[config.mk]
export PLATFORM = sky130hd
export DESIGN_NAME = pcm_byte_stream_unpacker
export DESIGN_NICKNAME = d
export VERILOG_FILES = /design/src/rtl/core/pbsu_pkg.sv /design/src/rtl/core/pbsu_decode.sv /design/src/rtl/core/pbsu_result_queue.sv /design/src/rtl/core/pcm_byte_stream_unpacker.sv
export SDC_FILE = /design/constraint.sdc
export NUM_CORES = 1
export LEC_CHECK = 0
export ABC_AREA = 1
export BUFFER_PORTS_ARGS = -buffer_cell sky130_fd_sc_hd__buf_2
export CAP_MARGIN = 20
export CORE_MARGIN = 2
export CORE_UTILIZATION = 25
export CTS_CLUSTER_DIAMETER = 100
export DETAILED_ROUTE_END_ITERATION = 12
export PLACE_DENSITY_LB_ADDON = 0.2
export SYNTH_ARGS = -nofsm -noshare
export SYNTH_HDL_FRONTEND = slang
export SYNTH_SLANG_ARGS = --single-unit
[constraint.sdc]
create_clock -name clk -period 2.89 [get_ports clk]
set_input_delay 0.4335 -clock clk [delete_from_list [all_inputs] [get_ports clk]]
set_output_delay 0.4335 -clock clk [all_outputs]
set_load 0.01 [all_outputs]
[src/rtl/core/pbsu_pkg.sv]
// Shared types and constants for the PCM byte stream unpacker.
// No dependencies; every other file in rtl/core refers to this package.
`timescale 1ns / 1ps

package pbsu_pkg;

  // Channel limits
  localparam int MAX_CHANNELS = 8;
  localparam int CH_W         = 3;   // width of the channel field
  localparam int COUNT_W      = 4;   // width of the channel_count register

  // Configuration port
  localparam int CFG_ADDR_W = 2;
  localparam int CFG_DATA_W = 4;

  localparam logic [CFG_ADDR_W-1:0] REG_SAMPLE_MODE   = 2'd0;
  localparam logic [CFG_ADDR_W-1:0] REG_CHANNEL_COUNT = 2'd1;
  localparam logic [CFG_ADDR_W-1:0] REG_BIG_ENDIAN    = 2'd2;

  // Sample width codes; the unused code decodes as 16-bit
  localparam logic [1:0] MODE_NIBBLE = 2'd0;
  localparam logic [1:0] MODE_BYTE   = 2'd1;
  localparam logic [1:0] MODE_WORD   = 2'd2;

  // Reset values of the configuration registers
  localparam logic [1:0]         RST_SAMPLE_MODE   = MODE_WORD;
  localparam logic [COUNT_W-1:0] RST_CHANNEL_COUNT = 4'd2;

  // Result queue
  localparam int QUEUE_DEPTH = 4;
  localparam int QPTR_W      = 2;
  localparam int QCNT_W      = 3;

  typedef struct packed {
    logic [7:0] data_byte;
    logic       last_in_block;
  } in_beat_t;

  typedef struct packed {
    logic signed [15:0] sample;
    logic [CH_W-1:0]    channel;
    logic               last_of_run;
  } out_beat_t;

  typedef struct packed {
    logic [1:0]         sample_mode;
    logic [COUNT_W-1:0] channel_count;
    logic               big_endian;
  } cfg_t;

endpackage

[src/rtl/core/pbsu_decode.sv]
// Byte decoder: turns one accepted byte into up to two results and keeps
// the byte phase, held byte and channel counter. Depends on pbsu_pkg.
`timescale 1ns / 1ps

module pbsu_decode (
  input  logic               clk,
  input  logic               rst,
  input  pbsu_pkg::cfg_t     cfg,
  input  logic               accept,
  input  pbsu_pkg::in_beat_t beat,
  output pbsu_pkg::out_beat_t res0,
  output pbsu_pkg::out_beat_t res1,
  output logic [1:0]         res_count
);

  logic                         byte_phase;
  logic                         byte_phase_next;
  logic [7:0]                   held_byte;
  logic [7:0]                   held_byte_next;
  logic [pbsu_pkg::CH_W-1:0]    channel_counter;
  logic [pbsu_pkg::CH_W-1:0]    channel_counter_next;

  logic [pbsu_pkg::COUNT_W-1:0] n_active;
  logic [pbsu_pkg::CH_W-1:0]    last_ch;
  logic [pbsu_pkg::CH_W-1:0]    cur_ch;
  logic [pbsu_pkg::COUNT_W-1:0] inc_ch;
  logic [pbsu_pkg::CH_W-1:0]    adv_ch;
  logic [3:0]                   nib_first;
  logic [3:0]                   nib_second;

  // Clamp the channel count to 1..MAX_CHANNELS
  always_comb begin
    if (cfg.channel_count == '0) begin
      n_active = pbsu_pkg::COUNT_W'(1);
    end else if (cfg.channel_count > pbsu_pkg::COUNT_W'(pbsu_pkg::MAX_CHANNELS)) begin
      n_active = pbsu_pkg::COUNT_W'(pbsu_pkg::MAX_CHANNELS);
    end else begin
      n_active = cfg.channel_count;
    end
  end

  assign last_ch = pbsu_pkg::CH_W'(n_active - pbsu_pkg::COUNT_W'(1));

  // Current channel (wraps to 0 if the count dropped below it) and its successor
  assign cur_ch = ({1'b0, channel_counter} < n_active) ? channel_counter : '0;
  assign inc_ch = {1'b0, cur_ch} + pbsu_pkg::COUNT_W'(1);
  assign adv_ch = (inc_ch >= n_active) ? '0 : pbsu_pkg::CH_W'(inc_ch);

  assign nib_first  = cfg.big_endian ? beat.data_byte[7:4] : beat.data_byte[3:0];
  assign nib_second = cfg.big_endian ? beat.data_byte[3:0] : beat.data_byte[7:4];

  // Result and state-update logic
  always_comb begin
    res0                 = '0;
    res1                 = '0;
    res_count            = 2'd0;
    byte_phase_next      = byte_phase;
    held_byte_next       = held_byte;
    channel_counter_next = channel_counter;

    case (cfg.sample_mode)
      pbsu_pkg::MODE_NIBBLE: begin
        // (nib << 12) - 0x8000 is the nibble with its top bit flipped
        res0.sample      = {nib_first ^ 4'h8, 12'h000};
        res0.channel     = '0;
        res0.last_of_run = 1'b0;
        res1.sample      = {nib_second ^ 4'h8, 12'h000};
        res1.channel     = (n_active == pbsu_pkg::COUNT_W'(1)) ? '0 : last_ch;
        res1.last_of_run = 1'b1;
        res_count        = 2'd2;
      end
      pbsu_pkg::MODE_BYTE: begin
        res0.sample          = {beat.data_byte, 8'h00};
        res0.channel         = cur_ch;
        res0.last_of_run     = 1'b1;
        res_count            = 2'd1;
        channel_counter_next = adv_ch;
      end
      default: begin
        // 16-bit: first byte is held, second completes the sample
        if (!byte_phase) begin
          held_byte_next  = beat.data_byte;
          byte_phase_next = 1'b1;
        end else begin
          res0.sample          = cfg.big_endian ? {held_byte, beat.data_byte}
                                                : {beat.data_byte, held_byte};
          res0.channel         = cur_ch;
          res0.last_of_run     = 1'b1;
          res_count            = 2'd1;
          byte_phase_next      = 1'b0;
          channel_counter_next = adv_ch;
        end
      end
    endcase

    // End of block: phase and channel start over
    if (beat.last_in_block) begin
      byte_phase_next      = 1'b0;
      held_byte_next       = '0;
      channel_counter_next = '0;
    end
  end

  // State registers, updated only on an accepted beat
  always_ff @(posedge clk) begin
    if (rst) begin
      byte_phase      <= 1'b0;
      held_byte       <= '0;
      channel_counter <= '0;
    end else if (accept) begin
      byte_phase      <= byte_phase_next;
      held_byte       <= held_byte_next;
      channel_counter <= channel_counter_next;
    end
  end

endmodule

[src/rtl/core/pbsu_result_queue.sv]
// Small result queue: takes up to two results per cycle, gives one per beat.
// Depends on pbsu_pkg.
`timescale 1ns / 1ps

module pbsu_result_queue (
  input  logic                clk,
  input  logic                rst,
  input  pbsu_pkg::out_beat_t push0,
  input  pbsu_pkg::out_beat_t push1,
  input  logic [1:0]          push_count,
  output logic                has_room,
  output logic                out_valid,
  input  logic                out_ready,
  output pbsu_pkg::out_beat_t out_data
);

  pbsu_pkg::out_beat_t             mem [pbsu_pkg::QUEUE_DEPTH];
  logic [pbsu_pkg::QPTR_W-1:0]     wr_ptr;
  logic [pbsu_pkg::QPTR_W-1:0]     rd_ptr;
  logic [pbsu_pkg::QCNT_W-1:0]     fill;
  logic [pbsu_pkg::QCNT_W-1:0]     fill_next;
  logic                            pop;

  // Room for a full two-result beat regardless of this cycle's pop
  assign has_room  = fill <= pbsu_pkg::QCNT_W'(pbsu_pkg::QUEUE_DEPTH - 2);
  assign out_valid = fill != '0;
  assign out_data  = mem[rd_ptr];
  assign pop       = out_valid && out_ready;

  always_comb begin
    fill_next = fill + pbsu_pkg::QCNT_W'(push_count) - pbsu_pkg::QCNT_W'(pop);
  end

  // Storage writes
  always_ff @(posedge clk) begin
    if (push_count != 2'd0) begin
      mem[wr_ptr] <= push0;
    end
    if (push_count == 2'd2) begin
      mem[wr_ptr + pbsu_pkg::QPTR_W'(1)] <= push1;
    end
  end

  // Pointers and fill level
  always_ff @(posedge clk) begin
    if (rst) begin
      wr_ptr <= '0;
      rd_ptr <= '0;
      fill   <= '0;
    end else begin
      wr_ptr <= wr_ptr + pbsu_pkg::QPTR_W'(push_count);
      rd_ptr <= rd_ptr + pbsu_pkg::QPTR_W'(pop);
      fill   <= fill_next;
    end
  end

endmodule

[src/rtl/core/pcm_byte_stream_unpacker.sv]
// PCM byte stream unpacker: one byte per beat in, signed 16-bit tagged samples out.
// Results are registered in the result queue and offered from there.
// Throughput: one byte per cycle in 8- and 16-bit modes while out_ready stays high; in 4-bit
// mode each byte makes two results and the single-beat output port limits the byte rate.
// Reset: synchronous; restores sample_mode=2, channel_count=2, big_endian=0, clears
// phase, held byte, channel counter and the result queue. Depends on pbsu_pkg.
`timescale 1ns / 1ps

module pcm_byte_stream_unpacker (
  input  logic                                clk,
  input  logic                                rst,
  input  logic                                cfg_we,
  input  logic [pbsu_pkg::CFG_ADDR_W-1:0]     cfg_addr,
  input  logic [pbsu_pkg::CFG_DATA_W-1:0]     cfg_wdata,
  input  logic                                in_valid,
  output logic                                in_ready,
  input  pbsu_pkg::in_beat_t                  in_data,
  output logic                                out_valid,
  input  logic                                out_ready,
  output pbsu_pkg::out_beat_t                 out_data
);

  pbsu_pkg::cfg_t      cfg;
  pbsu_pkg::out_beat_t res0;
  pbsu_pkg::out_beat_t res1;
  logic [1:0]          res_count;
  logic [1:0]          push_count;
  logic                accept;
  logic                has_room;

  // Configuration registers
  always_ff @(posedge clk) begin
    if (rst) begin
      cfg.sample_mode   <= pbsu_pkg::RST_SAMPLE_MODE;
      cfg.channel_count <= pbsu_pkg::RST_CHANNEL_COUNT;
      cfg.big_endian    <= 1'b0;
    end else if (cfg_we) begin
      case (cfg_addr)
        pbsu_pkg::REG_SAMPLE_MODE:   cfg.sample_mode   <= cfg_wdata[1:0];
        pbsu_pkg::REG_CHANNEL_COUNT: cfg.channel_count <= cfg_wdata;
        pbsu_pkg::REG_BIG_ENDIAN:    cfg.big_endian    <= cfg_wdata[0];
        default: ;
      endcase
    end
  end

  assign in_ready   = has_room;
  assign accept     = in_valid && in_ready;
  assign push_count = accept ? res_count : 2'd0;

  pbsu_decode u_decode (
    .clk       (clk),
    .rst       (rst),
    .cfg       (cfg),
    .accept    (accept),
    .beat      (in_data),
    .res0      (res0),
    .res1      (res1),
    .res_count (res_count)
  );

  pbsu_result_queue u_queue (
    .clk        (clk),
    .rst        (rst),
    .push0      (res0),
    .push1      (res1),
    .push_count (push_count),
    .has_room   (has_room),
    .out_valid  (out_valid),
    .out_ready  (out_ready),
    .out_data   (out_data)
  );

endmodule
==> impl_metrics.ini <==
[sta]
maxSlewHeadroom_pct = 53.55
hold_viol = 0
maxSlewViolCount = 0
whs_ns = 0.2977
setup_violations = 0
finalClockSkew_ns = 0.01039
finalCriticalPeriod_ns = 2.625
fin_setup_tns_ns = 0
rsz0062_at_grt = false
tightest_slew_ns = 0.6960
period_share_pct = 90.83
clock.fmax_ghz = 0.3810

[synthesis]
synth_top_area_cell = dfxtp_1
synth_area_um2 = 5299
yosysSeqAreaShare_pct = 46.09
netlist_instances = 688
syn_avg_cell_area_um2 = 7.702
synth_cell_types = 36
yosys.area_share.simple_pct = 24.84
synth_xor_area_share_pct = 0.9917
synth_top_area_share_pct = 27.96
synth_mux_area_share_pct = 0
synth_compound_area_share_pct = 16.91
synth_top_family_by_area = simple AND/OR/NAND/NOR gates
ys_ff_latch = 106
synthAdderAreaFrac_pct = 3.684
synth.area.top_cells = dfxtp_1, edfxtp_1, nand2_1
syn_nets = 723
yosys_warnings = 0

[clock_network]
cts.sinks = 106
insertion_delay_ns = 0.36
cts_tree = yes
clock-root-buffer = clkbuf_16
clockBufferDepth = 2
cts_made_buffers = 9
h-tree-depth = 3
path_clk_slew_ns = 0.07

[worst_setup_path]
cpMostUsedCell = nand2_1
r2r_slack_ns = 0.27
crit_family = simple AND/OR/NAND/NOR gates
slowest_delay_ns = 0.33
cp-start-kind = flop
critPathSlowestCell = dfxtp_1
critical_path_buf_inv_count = 1
path_max_fanout = 5
crit_path_end_kind = flop
crit_type = reg2reg
crit_arrival_ns = 2.91
worstPathRequired_ns = 3.18
path_cells = inv_2 -> nand2_1 -> ha_1 -> nand2_1 -> nand2_1 -> nand2_1 -> nand2_2 -> nor2_1 -> ha_1 -> nand4_1 -> and2_1 -> ha_1 -> o21ai_1 -> nand2_1 -> a21oi_2 -> nand3_1 -> a21oi_1

[route]
via_per_inst = 4.630
drc = 0
vias = 4658
wirelength_mm = 15.66
drt_iter0_drc = 275
ant_nets = 0
first_pass_iters = 4
wire_per_inst_um = 15.57

[layout]
seqCellArea_um2 = 2442
antenna_cells = 0
fill_cells = 2307
multiInputGateArea_um2 = 2470
final_util_pct = 29.33
nNetsFinal = 761
drive_above_1_share_pct = 14.36
syn2layout_area_growth_pct = 15.63

[placement]
gp_congestion = 0.7481
portBuffers = 41
dp_hpwl_mm = 10.66

[power]
power.leakage_nw = 2.558
power.density_nw_per_um2 = 713.0
irDropWorstVdd_mv = 0.3059
finalPower_mw = 4.369

[floorplanning]
initial_core_util_pct = 25.37
dieHeight_um = 149.6
num_io_pins = 42
die-area_um2 = 22380
die_w_um = 149.6
num_rows = 53
fp.coreArea_um2 = 20890

[global_routing]
antenna_found_initial = 0
grt_pass1_wl_mm = 25.24
overflow = 0
grt_pass1_vias = 4437
grt_usage_pct = 14.76
grt_max_degree = 42

[job]
maxCapViolations = 0

[outcome]
status = finished clean

[worst_hold_path]
hold_path_class = in2reg
-- placed cells by master, fill, tap and decap left out, types with 2 or more instances in the layout --
cell type  Yosys  layout
nand2_1      151     150
a21oi_2        0       2
buf_4          3      21
o21ai_1        5       6
inv_1         44      43
clkbuf_16      0       9
xnor2_1        3       3
edfxtp_1      32      32
nor2_4         3       3
a21oi_1       34      32
inv_2          9      10
clkinv_4       0       2
dfxtp_1       74      74
nand2_2        2       3
nor2_8         2       2
o21ai_0       66      65
nor2_1        93      93
buf_2          5      41
ha_1          14      14
nand2_4        4       4
nor3_1         4       4
xor2_1         3       3
nand3_1       44      44
o22ai_1       53      53
a21boi_0       2       2
inv_6          1       2
-- layer usage --
metal	global-route usage, %	share of wire (%)	up-vias
met5	0	0	-
met4	3.952	1.1	0
met3	2.043	3.6	13
met2	23.12	45	86
met1	21.26	50	2159
li1	-	-	2400
-- cells by family after synthesis --
logic type / count (synthesis)
AOI/OAI and AO/OA: 163
and+or+nand+nor: 307
adders and majority gates: 15
DFF: 106
xor gates and xnor gates: 6
buffers and inverters: 91
-- power by group --
| part | switching, mW | total (mW) | internal (mW) |
|---|---|---|---|
| combinational | 0.888 | 1.39 | 0.503 |
| clock | 0.620 | 1.23 | 0.606 |
| sequential | 0.0844 | 1.75 | 1.67 |
| total | 1.59 | 4.37 | 2.78 |
-- flip-flops by register name (all words and copies together) (netlist names) --
signal / cells
u_queue.mem: 80
u_decode.held_byte: 8
cfg: 7
u_decode.channel_counter: 3
u_queue.fill: 3
u_queue.rd_ptr: 2
u_queue.wr_ptr: 2
u_decode.byte_phase: 1
-- cell usage after synthesis (all sizes together) --
library cell / instances
inv: 55
clkinv: 1
clkbuf: 22
o22ai: 53
and2: 1
xnor2: 3
nand3: 44
a21oi: 34
buf: 13
edfxtp: 32
o211ai: 1
ha: 14
a221oi: 1
dfxtp: 74
o21ai: 71
nor3: 5
a211oi: 1
a21boi: 2
nand4: 1
fa: 1
nor2: 99
nand2: 157
xor2: 3
-- timing repair --
action | 4_1_cts | 5_1_grt
hold buffers | 0 | 0
endpoints found under the setup margin | 0 | 3
gates resized for setup | 0 | 5
setup buffers | 0 | 4
-- final timing paths --
kind	from	cells after the start	endpoint
min	cfg_wdata[2]	3	cfg[3]
max	cfg[4]	17	u_decode.channel_counter[2]
min reg2reg	u_queue.mem[2][12]	2	u_queue.mem[2][12]
max reg2reg	cfg[4]	17	u_decode.channel_counter[2]
-- final cells by class --
type                       count  share of cell area, %
multi-input combinational    491                  40.31
inverter                      56                  3.553
sequential                   106                  39.86
clock inverter                 6                  1.001
tap                          275                  5.616
timing repair buffer          62                  5.922
clock buffer                  10                  3.737
-- worst min-delay path, stage by stage --
cell    delay [ns]
buf_2         0.07
nor2_1        0.03
nor2_1        0.08
-- per-stage QoR --
stage               std cells  instance area [um2]  setup WS (ns)
floorplan                 688                 5299         0.2895
global placement          986                 5797         0.1591
detailed placement        986                 5797        0.09154
CTS                      1002                 6087        0.05390
global route             1006                 6127        0.01034
finish                   1006                 6127         0.2650
(Power assumes the default switching activity.)
